$ cat config.mk
export PLATFORM = sky130hd
export DESIGN_NAME = integer_to_radix_digits_core
export DESIGN_NICKNAME = d
export VERILOG_FILES = /design/src/design/irdx_pkg.sv /design/src/design/irdx_front.sv /design/src/design/irdx_div.sv /design/src/design/irdx_back.sv /design/src/design/integer_to_radix_digits_core.sv
export SDC_FILE = /design/constraint.sdc
export NUM_CORES = 1
export LEC_CHECK = 0
export ABC_CLOCK_PERIOD_IN_PS = 10000
export BUFFER_PORTS_ARGS = -buffer_cell sky130_fd_sc_hd__buf_2
export CAP_MARGIN = 20
export CORE_ASPECT_RATIO = 1.1
export CORE_MARGIN = 2
export CORE_UTILIZATION = 55
export CTS_BUF_LIST = sky130_fd_sc_hd__clkbuf_8 sky130_fd_sc_hd__clkbuf_16
export CTS_CLUSTER_DIAMETER = 80
export CTS_CLUSTER_SIZE = 30
export DETAILED_ROUTE_END_ITERATION = 10
export PLACE_DENSITY_LB_ADDON = 0.12
export REMOVE_ABC_BUFFERS = 1
export SYNTH_ARGS = -nofsm -noshare
export SYNTH_HDL_FRONTEND = slang
export SYNTH_SLANG_ARGS = --single-unit
$ cat constraint.sdc
create_clock -name clk -period 10 [get_ports clk]
set_input_delay 2 -clock clk [delete_from_list [all_inputs] [get_ports clk]]
set_output_delay 2 -clock clk [all_outputs]
set_load 0.1 [all_outputs]
$ cat src/design/irdx_pkg.sv
// Shared constants and helper functions for the radix digit converter.
package irdx_pkg;

  localparam int VALUE_BITS_DEF = 32;
  localparam int VALUE_W        = 32;
  localparam int RADIX_W        = 6;
  localparam int CHAR_W         = 7;
  localparam int TDATA_OUT_W    = 8;
  localparam int DIV_BITS       = 4;

  localparam logic [RADIX_W-1:0] RADIX_RESET = 6'd10;
  localparam logic [RADIX_W-1:0] RADIX_MIN   = 6'd2;
  localparam logic [RADIX_W-1:0] RADIX_MAX   = 6'd36;
  localparam logic [RADIX_W-1:0] DEC_LIMIT   = 6'd10;
  localparam logic [CHAR_W-1:0]  CHAR_ZERO   = 7'd48;
  localparam logic [CHAR_W-1:0]  CHAR_A      = 7'd97;

  function automatic logic [RADIX_W-1:0] effective_radix(input logic [RADIX_W-1:0] r);
    logic [RADIX_W-1:0] e;
    e = r;
    if (r < RADIX_MIN) e = RADIX_MIN;
    if (r > RADIX_MAX) e = RADIX_MAX;
    return e;
  endfunction

  function automatic logic [CHAR_W-1:0] digit_to_ascii(input logic [RADIX_W-1:0] d);
    logic [CHAR_W-1:0] c;
    if (d >= DEC_LIMIT) begin
      c = CHAR_A + CHAR_W'(d - DEC_LIMIT);
    end else begin
      c = CHAR_ZERO + CHAR_W'(d);
    end
    return c;
  endfunction

endpackage

$ cat src/design/irdx_front.sv
// Front end: radix register, input beat acceptance and a two-entry job queue.
module irdx_front import irdx_pkg::*; #(
  parameter int VALUE_BITS = VALUE_BITS_DEF
) (
  input  logic                  clk,
  input  logic                  rst,
  input  logic                  cfg_we,
  input  logic [RADIX_W-1:0]    cfg_wdata,
  input  logic                  s_axis_tvalid,
  output logic                  s_axis_tready,
  input  logic [VALUE_W-1:0]    s_axis_tdata,
  output logic                  q_valid,
  output logic [VALUE_BITS-1:0] q_value,
  output logic [RADIX_W-1:0]    q_radix,
  input  logic                  q_pop
);

  logic [RADIX_W-1:0]    radix;
  logic [VALUE_BITS-1:0] val_mem [2];
  logic [RADIX_W-1:0]    rad_mem [2];
  logic                  wr_ptr;
  logic                  rd_ptr;
  logic [1:0]            count;
  logic                  push;
  logic                  pop;

  assign s_axis_tready = (count != 2'd2);
  assign push          = s_axis_tvalid && s_axis_tready;
  assign q_valid       = (count != 2'd0);
  assign pop           = q_pop && q_valid;
  assign q_value       = val_mem[rd_ptr];
  assign q_radix       = rad_mem[rd_ptr];

  always_ff @(posedge clk) begin
    if (rst) begin
      radix <= RADIX_RESET;
    end else if (cfg_we) begin
      radix <= cfg_wdata;
    end
  end

  always_ff @(posedge clk) begin
    if (push) begin
      val_mem[wr_ptr] <= VALUE_BITS'(s_axis_tdata);
      rad_mem[wr_ptr] <= effective_radix(radix);
    end
  end

  always_ff @(posedge clk) begin
    if (rst) begin
      wr_ptr <= 1'b0;
      rd_ptr <= 1'b0;
      count  <= 2'd0;
    end else begin
      if (push) wr_ptr <= ~wr_ptr;
      if (pop)  rd_ptr <= ~rd_ptr;
      count <= count + 2'(push) - 2'(pop);
    end
  end

endmodule

$ cat src/design/irdx_div.sv
// Iterative divider by a small radix, four quotient bits per cycle.
module irdx_div import irdx_pkg::*; #(
  parameter int VALUE_BITS = VALUE_BITS_DEF
) (
  input  logic                  clk,
  input  logic                  rst,
  input  logic                  start,
  input  logic [VALUE_BITS-1:0] dividend,
  input  logic [RADIX_W-1:0]    divisor,
  output logic                  done,
  output logic [VALUE_BITS-1:0] quotient,
  output logic [RADIX_W-1:0]    remainder
);

  localparam int STEPS  = (VALUE_BITS + DIV_BITS - 1) / DIV_BITS;
  localparam int WP     = STEPS * DIV_BITS;
  localparam int STEP_W = (STEPS > 1) ? $clog2(STEPS) : 1;

  logic [WP-1:0]      q;
  logic [RADIX_W-1:0] r;
  logic [RADIX_W-1:0] b;
  logic [STEP_W-1:0]  step;
  logic               busy;
  logic [WP-1:0]      q_next;
  logic [RADIX_W-1:0] r_next;

  always_comb begin
    logic [RADIX_W:0] r7;
    q_next = q;
    r_next = r;
    for (int i = 0; i < DIV_BITS; i++) begin
      r7     = {r_next, q_next[WP-1]};
      q_next = {q_next[WP-2:0], 1'b0};
      if (r7 >= {1'b0, b}) begin
        r_next    = RADIX_W'(r7 - {1'b0, b});
        q_next[0] = 1'b1;
      end else begin
        r_next = r7[RADIX_W-1:0];
      end
    end
  end

  always_ff @(posedge clk) begin
    if (start) begin
      q <= WP'(dividend);
      r <= '0;
      b <= divisor;
    end else if (busy) begin
      q <= q_next;
      r <= r_next;
    end
  end

  always_ff @(posedge clk) begin
    if (rst) begin
      busy <= 1'b0;
      done <= 1'b0;
      step <= '0;
    end else begin
      done <= 1'b0;
      if (start) begin
        busy <= 1'b1;
        step <= '0;
      end else if (busy) begin
        step <= step + 1'b1;
        if (step == STEP_W'(STEPS - 1)) begin
          busy <= 1'b0;
          done <= 1'b1;
        end
      end
    end
  end

  assign quotient  = q[VALUE_BITS-1:0];
  assign remainder = r;

endmodule

$ cat src/design/irdx_back.sv
// Back end: digit extraction sequencer, digit stack and output register.
module irdx_back import irdx_pkg::*; #(
  parameter int VALUE_BITS = VALUE_BITS_DEF
) (
  input  logic                   clk,
  input  logic                   rst,
  input  logic                   q_valid,
  input  logic [VALUE_BITS-1:0]  q_value,
  input  logic [RADIX_W-1:0]     q_radix,
  output logic                   q_pop,
  output logic                   m_axis_tvalid,
  input  logic                   m_axis_tready,
  output logic [TDATA_OUT_W-1:0] m_axis_tdata,
  output logic                   m_axis_tlast
);

  localparam int AW = $clog2(VALUE_BITS);
  localparam int CW = $clog2(VALUE_BITS + 1);

  typedef enum logic [3:0] {
    S_IDLE = 4'b0001,
    S_DIV  = 4'b0010,
    S_READ = 4'b0100,
    S_LOAD = 4'b1000
  } state_t;

  state_t                state;
  state_t                state_next;
  logic [CW-1:0]         cnt;
  logic [RADIX_W-1:0]    b;
  logic [RADIX_W-1:0]    stack_mem [VALUE_BITS];
  logic [RADIX_W-1:0]    rd_data;
  logic                  div_start;
  logic [VALUE_BITS-1:0] div_dividend;
  logic [RADIX_W-1:0]    div_divisor;
  logic                  div_done;
  logic [VALUE_BITS-1:0] div_quo;
  logic [RADIX_W-1:0]    div_rem;
  logic                  out_free;
  logic                  load_out;
  logic                  wr_en;
  logic                  rd_en;

  assign out_free     = !m_axis_tvalid || m_axis_tready;
  assign q_pop        = (state == S_IDLE) && q_valid;
  assign wr_en        = (state == S_DIV) && div_done;
  assign rd_en        = (state == S_READ);
  assign load_out     = (state == S_LOAD) && out_free;
  assign div_start    = q_pop || (wr_en && (div_quo != '0));
  assign div_dividend = (state == S_IDLE) ? q_value : div_quo;
  assign div_divisor  = (state == S_IDLE) ? q_radix : b;

  irdx_div #(
    .VALUE_BITS(VALUE_BITS)
  ) u_div (
    .clk       (clk),
    .rst       (rst),
    .start     (div_start),
    .dividend  (div_dividend),
    .divisor   (div_divisor),
    .done      (div_done),
    .quotient  (div_quo),
    .remainder (div_rem)
  );

  always_comb begin
    state_next = state;
    unique case (state)
      S_IDLE: if (q_valid) state_next = S_DIV;
      S_DIV:  if (div_done && (div_quo == '0)) state_next = S_READ;
      S_READ: state_next = S_LOAD;
      S_LOAD: begin
        if (out_free) state_next = (cnt == '0) ? S_IDLE : S_READ;
      end
      default: state_next = S_IDLE;
    endcase
  end

  always_ff @(posedge clk) begin
    if (rst) begin
      state <= S_IDLE;
      cnt   <= '0;
    end else begin
      state <= state_next;
      if (q_pop) begin
        cnt <= '0;
      end else if (wr_en) begin
        cnt <= cnt + 1'b1;
      end else if (rd_en) begin
        cnt <= cnt - 1'b1;
      end
    end
  end

  always_ff @(posedge clk) begin
    if (q_pop) b <= q_radix;
  end

  always_ff @(posedge clk) begin
    if (wr_en) stack_mem[cnt[AW-1:0]] <= div_rem;
    if (rd_en) rd_data <= stack_mem[AW'(cnt - 1'b1)];
  end

  always_ff @(posedge clk) begin
    if (rst) begin
      m_axis_tvalid <= 1'b0;
    end else if (load_out) begin
      m_axis_tvalid <= 1'b1;
    end else if (m_axis_tready) begin
      m_axis_tvalid <= 1'b0;
    end
  end

  always_ff @(posedge clk) begin
    if (load_out) begin
      m_axis_tdata <= TDATA_OUT_W'(digit_to_ascii(rd_data));
      m_axis_tlast <= (cnt == '0);
    end
  end

endmodule

$ cat src/design/integer_to_radix_digits_core.sv
// Top level of the integer to ASCII radix digit converter.
// Each input beat carries one unsigned integer, of which the low VALUE_BITS bits are used;
// it is written in the base held in the radix register (values below 2 act as 2, above 36
// as 36) and sent out as one output beat per ASCII digit ('0'-'9', 'a'-'z'), most
// significant first, with tlast on the final digit. Zero gives a single '0'. Each digit
// is the remainder of one division in the shared divider, which retires four quotient
// bits per cycle, and the digits are then read back off the digit stack. A two-entry
// input queue takes new beats while a number is being converted. The user must write the
// radix register only while the block is idle; the block itself does not enforce this.
module integer_to_radix_digits_core import irdx_pkg::*; #(
  parameter int VALUE_BITS = VALUE_BITS_DEF
) (
  input  logic                   clk,
  input  logic                   rst,
  input  logic                   cfg_we,
  input  logic [RADIX_W-1:0]     cfg_wdata,
  input  logic                   s_axis_tvalid,
  output logic                   s_axis_tready,
  input  logic [VALUE_W-1:0]     s_axis_tdata,  // [31:0] value
  output logic                   m_axis_tvalid,
  input  logic                   m_axis_tready,
  output logic [TDATA_OUT_W-1:0] m_axis_tdata,  // [6:0] digit_char, [7] zero fill
  output logic                   m_axis_tlast
);

  logic                  q_valid;
  logic [VALUE_BITS-1:0] q_value;
  logic [RADIX_W-1:0]    q_radix;
  logic                  q_pop;

  irdx_front #(
    .VALUE_BITS(VALUE_BITS)
  ) u_front (
    .clk           (clk),
    .rst           (rst),
    .cfg_we        (cfg_we),
    .cfg_wdata     (cfg_wdata),
    .s_axis_tvalid (s_axis_tvalid),
    .s_axis_tready (s_axis_tready),
    .s_axis_tdata  (s_axis_tdata),
    .q_valid       (q_valid),
    .q_value       (q_value),
    .q_radix       (q_radix),
    .q_pop         (q_pop)
  );

  irdx_back #(
    .VALUE_BITS(VALUE_BITS)
  ) u_back (
    .clk           (clk),
    .rst           (rst),
    .q_valid       (q_valid),
    .q_value       (q_value),
    .q_radix       (q_radix),
    .q_pop         (q_pop),
    .m_axis_tvalid (m_axis_tvalid),
    .m_axis_tready (m_axis_tready),
    .m_axis_tdata  (m_axis_tdata),
    .m_axis_tlast  (m_axis_tlast)
  );

endmodule

==> flow_metrics.tcl, run 1 <==
set metrics [dict create \
    run_status "finished clean" \
    vias 8146 \
    crit_path_max_incr_delay_ps 1030 \
    drt-initial-drc-count 792 \
    place_hpwl_um 19300 \
    place_congestion 0.912 \
    layout.nets 1115 \
    cts_buffers 16 \
    worstPathArrival_ps 8640 \
    finalHoldWorstSlack_ps 515 \
    tightest_slew_ps 1050 \
    drt-total-wl_um 28800 \
    hold_end "u_front.radix[0]$_SDFFE_PP0P_" \
    worstPathRequired_ps 10410 \
    clock_skew_ps 25.0 \
    path_max_fanout 34 \
    grtUsageMet3_pct 2.39 \
    finalSetupTns_ps 0 \
    ys_async_sr_fraction_pct 0 \
    r2r_cells 28 \
    holdBufCountCts 0 \
    finalCriticalPeriod_ps 8230 \
    clkSinkCount 359 \
    h-tree-depth 1 \
    routed_via_density 5.81 \
    cp-end-kind "flip-flop" \
    drive_above_1_share_pct 18.6 \
    cts.reportedPaths.clkPinSlew_ps 110 \
    hold_viol_final 0 \
    place_inst 1371 \
    min_from "u_front.radix[0]$_SDFFE_PP0P_" \
    instances_no_fill 1403 \
    rsz0062_at_grt "false" \
    grt_usage_pct 19.8 \
    grt_max_degree 77 \
    dieHeight_um 180 \
    ys.flop_type "edfxtp_1" \
    ctsResizeCount 0 \
    coreArea_um2 27800 \
    avgSynthCellArea_um2 15.8 \
    fmax_ghz 0.122 \
    start_kind "flip-flop" \
    fin_crit_sh_pct 82.3 \
    antenna_found_initial 0 \
    overflow 0 \
    path_class "reg2reg" \
    maxCapViolations 0 \
    r2r_setup_slack_ps 1770 \
    cts_max_path_buffers 3 \
    dieWidth_um 164 \
    slew_headroom_pct 29.7 \
    ys_seq_elements 359 \
    route.detailed.drc 0 \
    dr.pass1.iters 7 \
    yosys_warnings 0 \
    diodes 0 \
    first_global_vias 8154 \
    final-setup-viol-count 0 \
    cts_setup_buffers 0 \
    finalWorstSetupSlack_ps 1770 \
    grt_first_pass_wirelength_um 45500 \
    cts-root-buf "clkbuf_16" \
    die_area_um2 29600 \
    dpl_worst_slack_ps 1830 \
    busiest_layer "met2" \
    cts_tree "done" \
    wire_per_inst_um 20.5 \
    slowest_stage "dfxtp_1" \
    ys_seq_area_share_pct 67.2 \
    met1_usage_pct 25.9 \
    worstReg2RegStart "u_back.u_div.remainder[4]$_SDFFE_PN0P_" \
    placementRows 64 \
    io_buffers 52 \
    ys_types 67 \
    areaGrowthSynthToFinish_pct 8.03 \
    hold_path.class "reg2reg" \
    r2r_end "u_back.u_div.remainder[2]$_SDFFE_PN0P_" \
    syn_inst 986 \
    finalMaxSlewViolations 0 \
    io_pins 54 \
    grt.met2_usage_pct 35.3 \
    holdPathStages 2 \
    clk_latency_ps 530 \
    syn_area_um2 15500 \
    crit_top_cell "ha_1" \
    synth_edf_count 326 \
    start_util_pct 55.9 \
    ant_nets 0 \
]
## critical path: cells and delay by family (launching register included)
family | cells | cell delay (ps)
muxes | 1 | 310
AOI/OAI and AO/OA | 13 | 3080
buffers and inverters | 1 | 90
and+or+nand+nor | 9 | 2250
DFF | 1 | 1030
adders and majority gates | 4 | 1340
## metrics by stage
| stage | area, um^2 | utilization [%] |
|---|---|---|
| 4_1_cts | 16700 | 60.2 |
| 5_1_grt | 16800 | 60.4 |
| 3_5_place_dp | 16200 | 58.4 |
| 3_3_place_gp | 16200 | 58.3 |
| 2_1_floorplan | 15400 | - |
| 6_report | 16800 | 60.4 |
## layer usage
metal	part of all wire [%]	routed length [um]
met1	42	12200
met2	52	15000
met3	3.2	918
met4	2.1	612
met5	0	0
## cell type report
type	instances	area (um^2)
clock buffers	17	425
clock inverters	11	67.6
fillers	2118	11000
inverters	31	116
multi-input cells	556	4850
flip-flops and latches	359	10500
well taps	363	454
repair buffers	66	420
## cell families after synthesis
logic type	synth area share, %
flops	67.2
simple gates	7.36
compound gates	5.49
mux	12.9
buf+inv	1.75
fa+ha+maj	3.64
xor+xnor	1.63
other cells	0.0241
## worst max path at each step
| stage | from | endpoint | slack [ps] | depth (start not counted) |
|---|---|---|---|---|
| 2_1_floorplan | u_back.u_div.remainder[3]$_SDFFE_PN0P_ | u_back.u_div.remainder[2]$_SDFFE_PN0P_ | 2590 | 29 |
| 3_3_place_gp | u_back.u_div.remainder[0]$_SDFFE_PN0P_ | u_back.u_div.remainder[2]$_SDFFE_PN0P_ | 2090 | 29 |
| 3_5_place_dp | u_back.u_div.remainder[2]$_SDFFE_PN0P_ | u_back.u_div.remainder[2]$_SDFFE_PN0P_ | 1830 | 29 |
| 4_1_cts | u_back.u_div.remainder[2]$_SDFFE_PN0P_ | u_back.u_div.remainder[2]$_SDFFE_PN0P_ | 1770 | 29 |
| 5_1_grt | u_back.u_div.remainder[4]$_SDFFE_PN0P_ | u_back.u_div.remainder[2]$_SDFFE_PN0P_ | 1150 | 28 |
| 6_report | u_back.u_div.remainder[4]$_SDFFE_PN0P_ | u_back.u_div.remainder[2]$_SDFFE_PN0P_ | 1770 | 28 |
## synth_stat cells (all sizes together) (12+ instances only)
library cell	count	area share, %
edfxtp	326	63
nor2	69	1.7
mux4	60	8.7
nand2	55	1.3
o21ai	49	1.6
mux2i	41	2.6
ha	38	3.1
dfxtp	33	4.2
clkbuf	32	0.77
inv	31	0.75
a21oi	27	0.87
xnor2	22	1.2
mux2	21	1.5
nor2b	20	0.80
nand3	19	0.61
nand2b	12	0.48
## registers in the layout, indices dropped and copies added (netlist names), named ones only
register,cells
u_front.rad_mem,12
u_back.u_div.busy,1
u_back.m_axis_tlast,1
u_front.radix,6
u_back.b,6
u_back.u_div.step,3
u_back.stack_mem,192
u_back.u_div.done,1
u_back.u_div.b,6
u_front.val_mem,64
u_back.u_div.remainder,6
u_back.m_axis_tvalid,1
u_back.state,4
u_front.rd_ptr,1
u_back.cnt,6
u_front.wr_ptr,1
u_back.m_axis_tdata,7
u_back.u_div.quotient,32
u_back.rd_data,6
u_front.count,2
## cells in the final DEF, fill, tap and decap left out, types with 19 or more instances in the layout
cell type,count
edfxtp_1,326
nor2_1,68
mux4_2,60
nand2_1,55
buf_2,52
o21ai_0,42
mux2i_1,41
inv_1,39
ha_1,37
dfxtp_1,31
a21oi_1,27
xnor2_1,21
mux2_2,20
nor2b_1,19
nand3_1,19
Power of run 1 is left out: the tool's default activity adds up to more than one toggle a clock period on the data nets, which glitch-free logic cannot reach.
==> run 2: changes to the inputs <==
- ABC_CLOCK_PERIOD_IN_PS: 10000 -> 8000
- clock period: 10 -> 8 ns (I/O delays scaled with it)
==> run 2 against run 1 <==
  * Cell count is 0.36% higher
  * Die area stayed put
  * Non-clock buffer count is 5 higher
  * Worst setup slack worse by 1300 ps
  * Hold slack worse by 3.7 ps
  * First-iteration DRC count is 24% lower
==> flow_metrics.tcl, run 2 (synthesis results as in run 1) <==
set metrics [dict create \
    maxCapViolations 0 \
    multi_input_area_um2 4870 \
    areaGrowthSynthToFinish_pct 8.06 \
    cts-root-buf "clkbuf_16" \
    grt_usage_pct 20.3 \
    die_area_um2 29600 \
    fin_crit_sh_pct 94.3 \
    fmax_ghz 0.133 \
    start_kind "flip-flop" \
    finalCriticalPeriod_ps 7540 \
    drt-total-wl_um 29500 \
    dr.pass1.iters 5 \
    fillers 2091 \
    io_pins 54 \
    tightest_slew_ps 1020 \
    route.detailed.drc 0 \
    finalMaxSlewViolations 0 \
    grt_max_degree 70 \
    finalHoldWorstSlack_ps 511 \
    antenna_found_initial 0 \
    r2r_end "u_back.u_div.remainder[2]$_SDFFE_PN0P_" \
    finalSetupTns_ps 0 \
    drive_above_1_share_pct 19.2 \
    cts_tree "done" \
    vias 8171 \
    rsz0062_at_grt "false" \
    dieHeight_um 180 \
    clkSinkCount 359 \
    io_buffers 52 \
    diodes 0 \
    fin_util_pct 60.5 \
    crit_path_max_incr_delay_ps 470 \
    r2r_setup_slack_ps 460 \
    grt_first_pass_wirelength_um 45900 \
    overflow 0 \
    drt-initial-drc-count 602 \
    seqCellArea_um2 10500 \
    h-tree-depth 1 \
    dieWidth_um 164 \
    largest_reg_flops 192 \
    most-common-layout-cells "edfxtp_1, nor2_1, mux4_2, nand2_1, buf_2" \
    holdPathStages 2 \
    instances_no_fill 1408 \
    worstPathRequired_ps 8410 \
    cp-end-kind "flip-flop" \
    slowest_stage "a221o_1" \
    cts.reportedPaths.clkPinSlew_ps 110 \
    hold_viol_final 0 \
    worstReg2RegStart "u_back.u_div.b[4]$_DFFE_PN_" \
    ant_nets 0 \
    clock_skew_ps 20.9 \
    run_status "finished clean" \
    cts_max_path_buffers 3 \
    hold_end "u_back.m_axis_tvalid$_SDFFE_PP0P_" \
    min_from "u_back.m_axis_tvalid$_SDFFE_PP0P_" \
    layout.nets 1120 \
    final_common_cell "edfxtp_1" \
    crit_buf_inv 2 \
    path_max_fanout 9 \
    crit_top_cell "ha_1" \
    cp_top_family "compound AO/OA/AOI/OAI gates" \
    routed_via_density 5.80 \
    worstPathArrival_ps 7960 \
    place_inst 1377 \
    cts_buffers 16 \
    r2r_cells 30 \
    slew_headroom_pct 32.0 \
    cp.depth 30 \
    start_util_pct 55.9 \
    wire_per_inst_um 20.9 \
    placementRows 64 \
    hold_path.class "reg2reg" \
    place_hpwl_um 20000 \
    coreArea_um2 27800 \
    first_global_vias 8333 \
    path_class "reg2reg" \
    place_congestion 0.912 \
    final-setup-viol-count 0 \
    clk_latency_ps 520 \
]
[run 2: how the worst max path moves through the flow]
stage | startpoint | endpoint | slack [ps]
floorplan | u_back.u_div.remainder[3]$_SDFFE_PN0P_ | u_back.u_div.remainder[2]$_SDFFE_PN0P_ | 590
global placement | u_back.u_div.b[1]$_DFFE_PN_ | u_back.u_div.remainder[2]$_SDFFE_PN0P_ | 490
global route | u_back.u_div.b[4]$_DFFE_PN_ | u_back.u_div.remainder[2]$_SDFFE_PN0P_ | 10
CTS | u_back.u_div.b[1]$_DFFE_PN_ | u_back.u_div.remainder[2]$_SDFFE_PN0P_ | 360
finish | u_back.u_div.b[4]$_DFFE_PN_ | u_back.u_div.remainder[2]$_SDFFE_PN0P_ | 460
detailed placement | u_back.u_div.b[1]$_DFFE_PN_ | u_back.u_div.remainder[2]$_SDFFE_PN0P_ | 370
[run 2: repair_timing]
action,4_1_cts,5_1_grt
gates resized for setup,0,2
hold buffers,0,0
setup endpoints to repair,0,4
buffers inserted,0,3
[run 2: final cells by class]
| cell class | instances | area share, % |
|---|---|---|
| Tap cell | 363 | 2.70 |
| Timing Repair Buffer | 71 | 2.40 |
| Multi-Input combinational cell | 556 | 29.0 |
| Sequential cell | 359 | 62.2 |
| Inverter | 31 | 0.693 |
| Clock inverter | 10 | 0.365 |
| Clock buffer | 18 | 2.61 |
[run 2: worst register-to-register path, delay by kind of cell (launching register included)]
| kind | cells | cell delay [ps] |
|---|---|---|
| AOI/OAI and AO/OA | 13 | 2800 |
| muxes | 1 | 310 |
| DFF | 1 | 370 |
| adders and majority gates | 4 | 1320 |
| buffers and inverters | 2 | 260 |
| and+or+nand+nor | 10 | 2370 |
[run 2: per-layer routing]
layer | share of wire [%] | vias to the layer above | global-route usage [%]
met5 | 0 | - | 0
met3 | 3.5 | 36 | 2.46
met2 | 53 | 161 | 36.4
met1 | 41 | 4084 | 25.9
li1 | - | 3890 | -
met4 | 2.2 | 0 | 5.51
[run 2: stage by stage]
| stage | setup WS [ps] | cell area [um^2] |
|---|---|---|
| 2_1_floorplan | 595 | 15400 |
| 3_3_place_gp | 493 | 16300 |
| 3_5_place_dp | 374 | 16300 |
| 4_1_cts | 356 | 16800 |
| 5_1_grt | 10.9 | 16800 |
| 6_report | 456 | 16800 |
Power of run 2 is left out for the same reason.
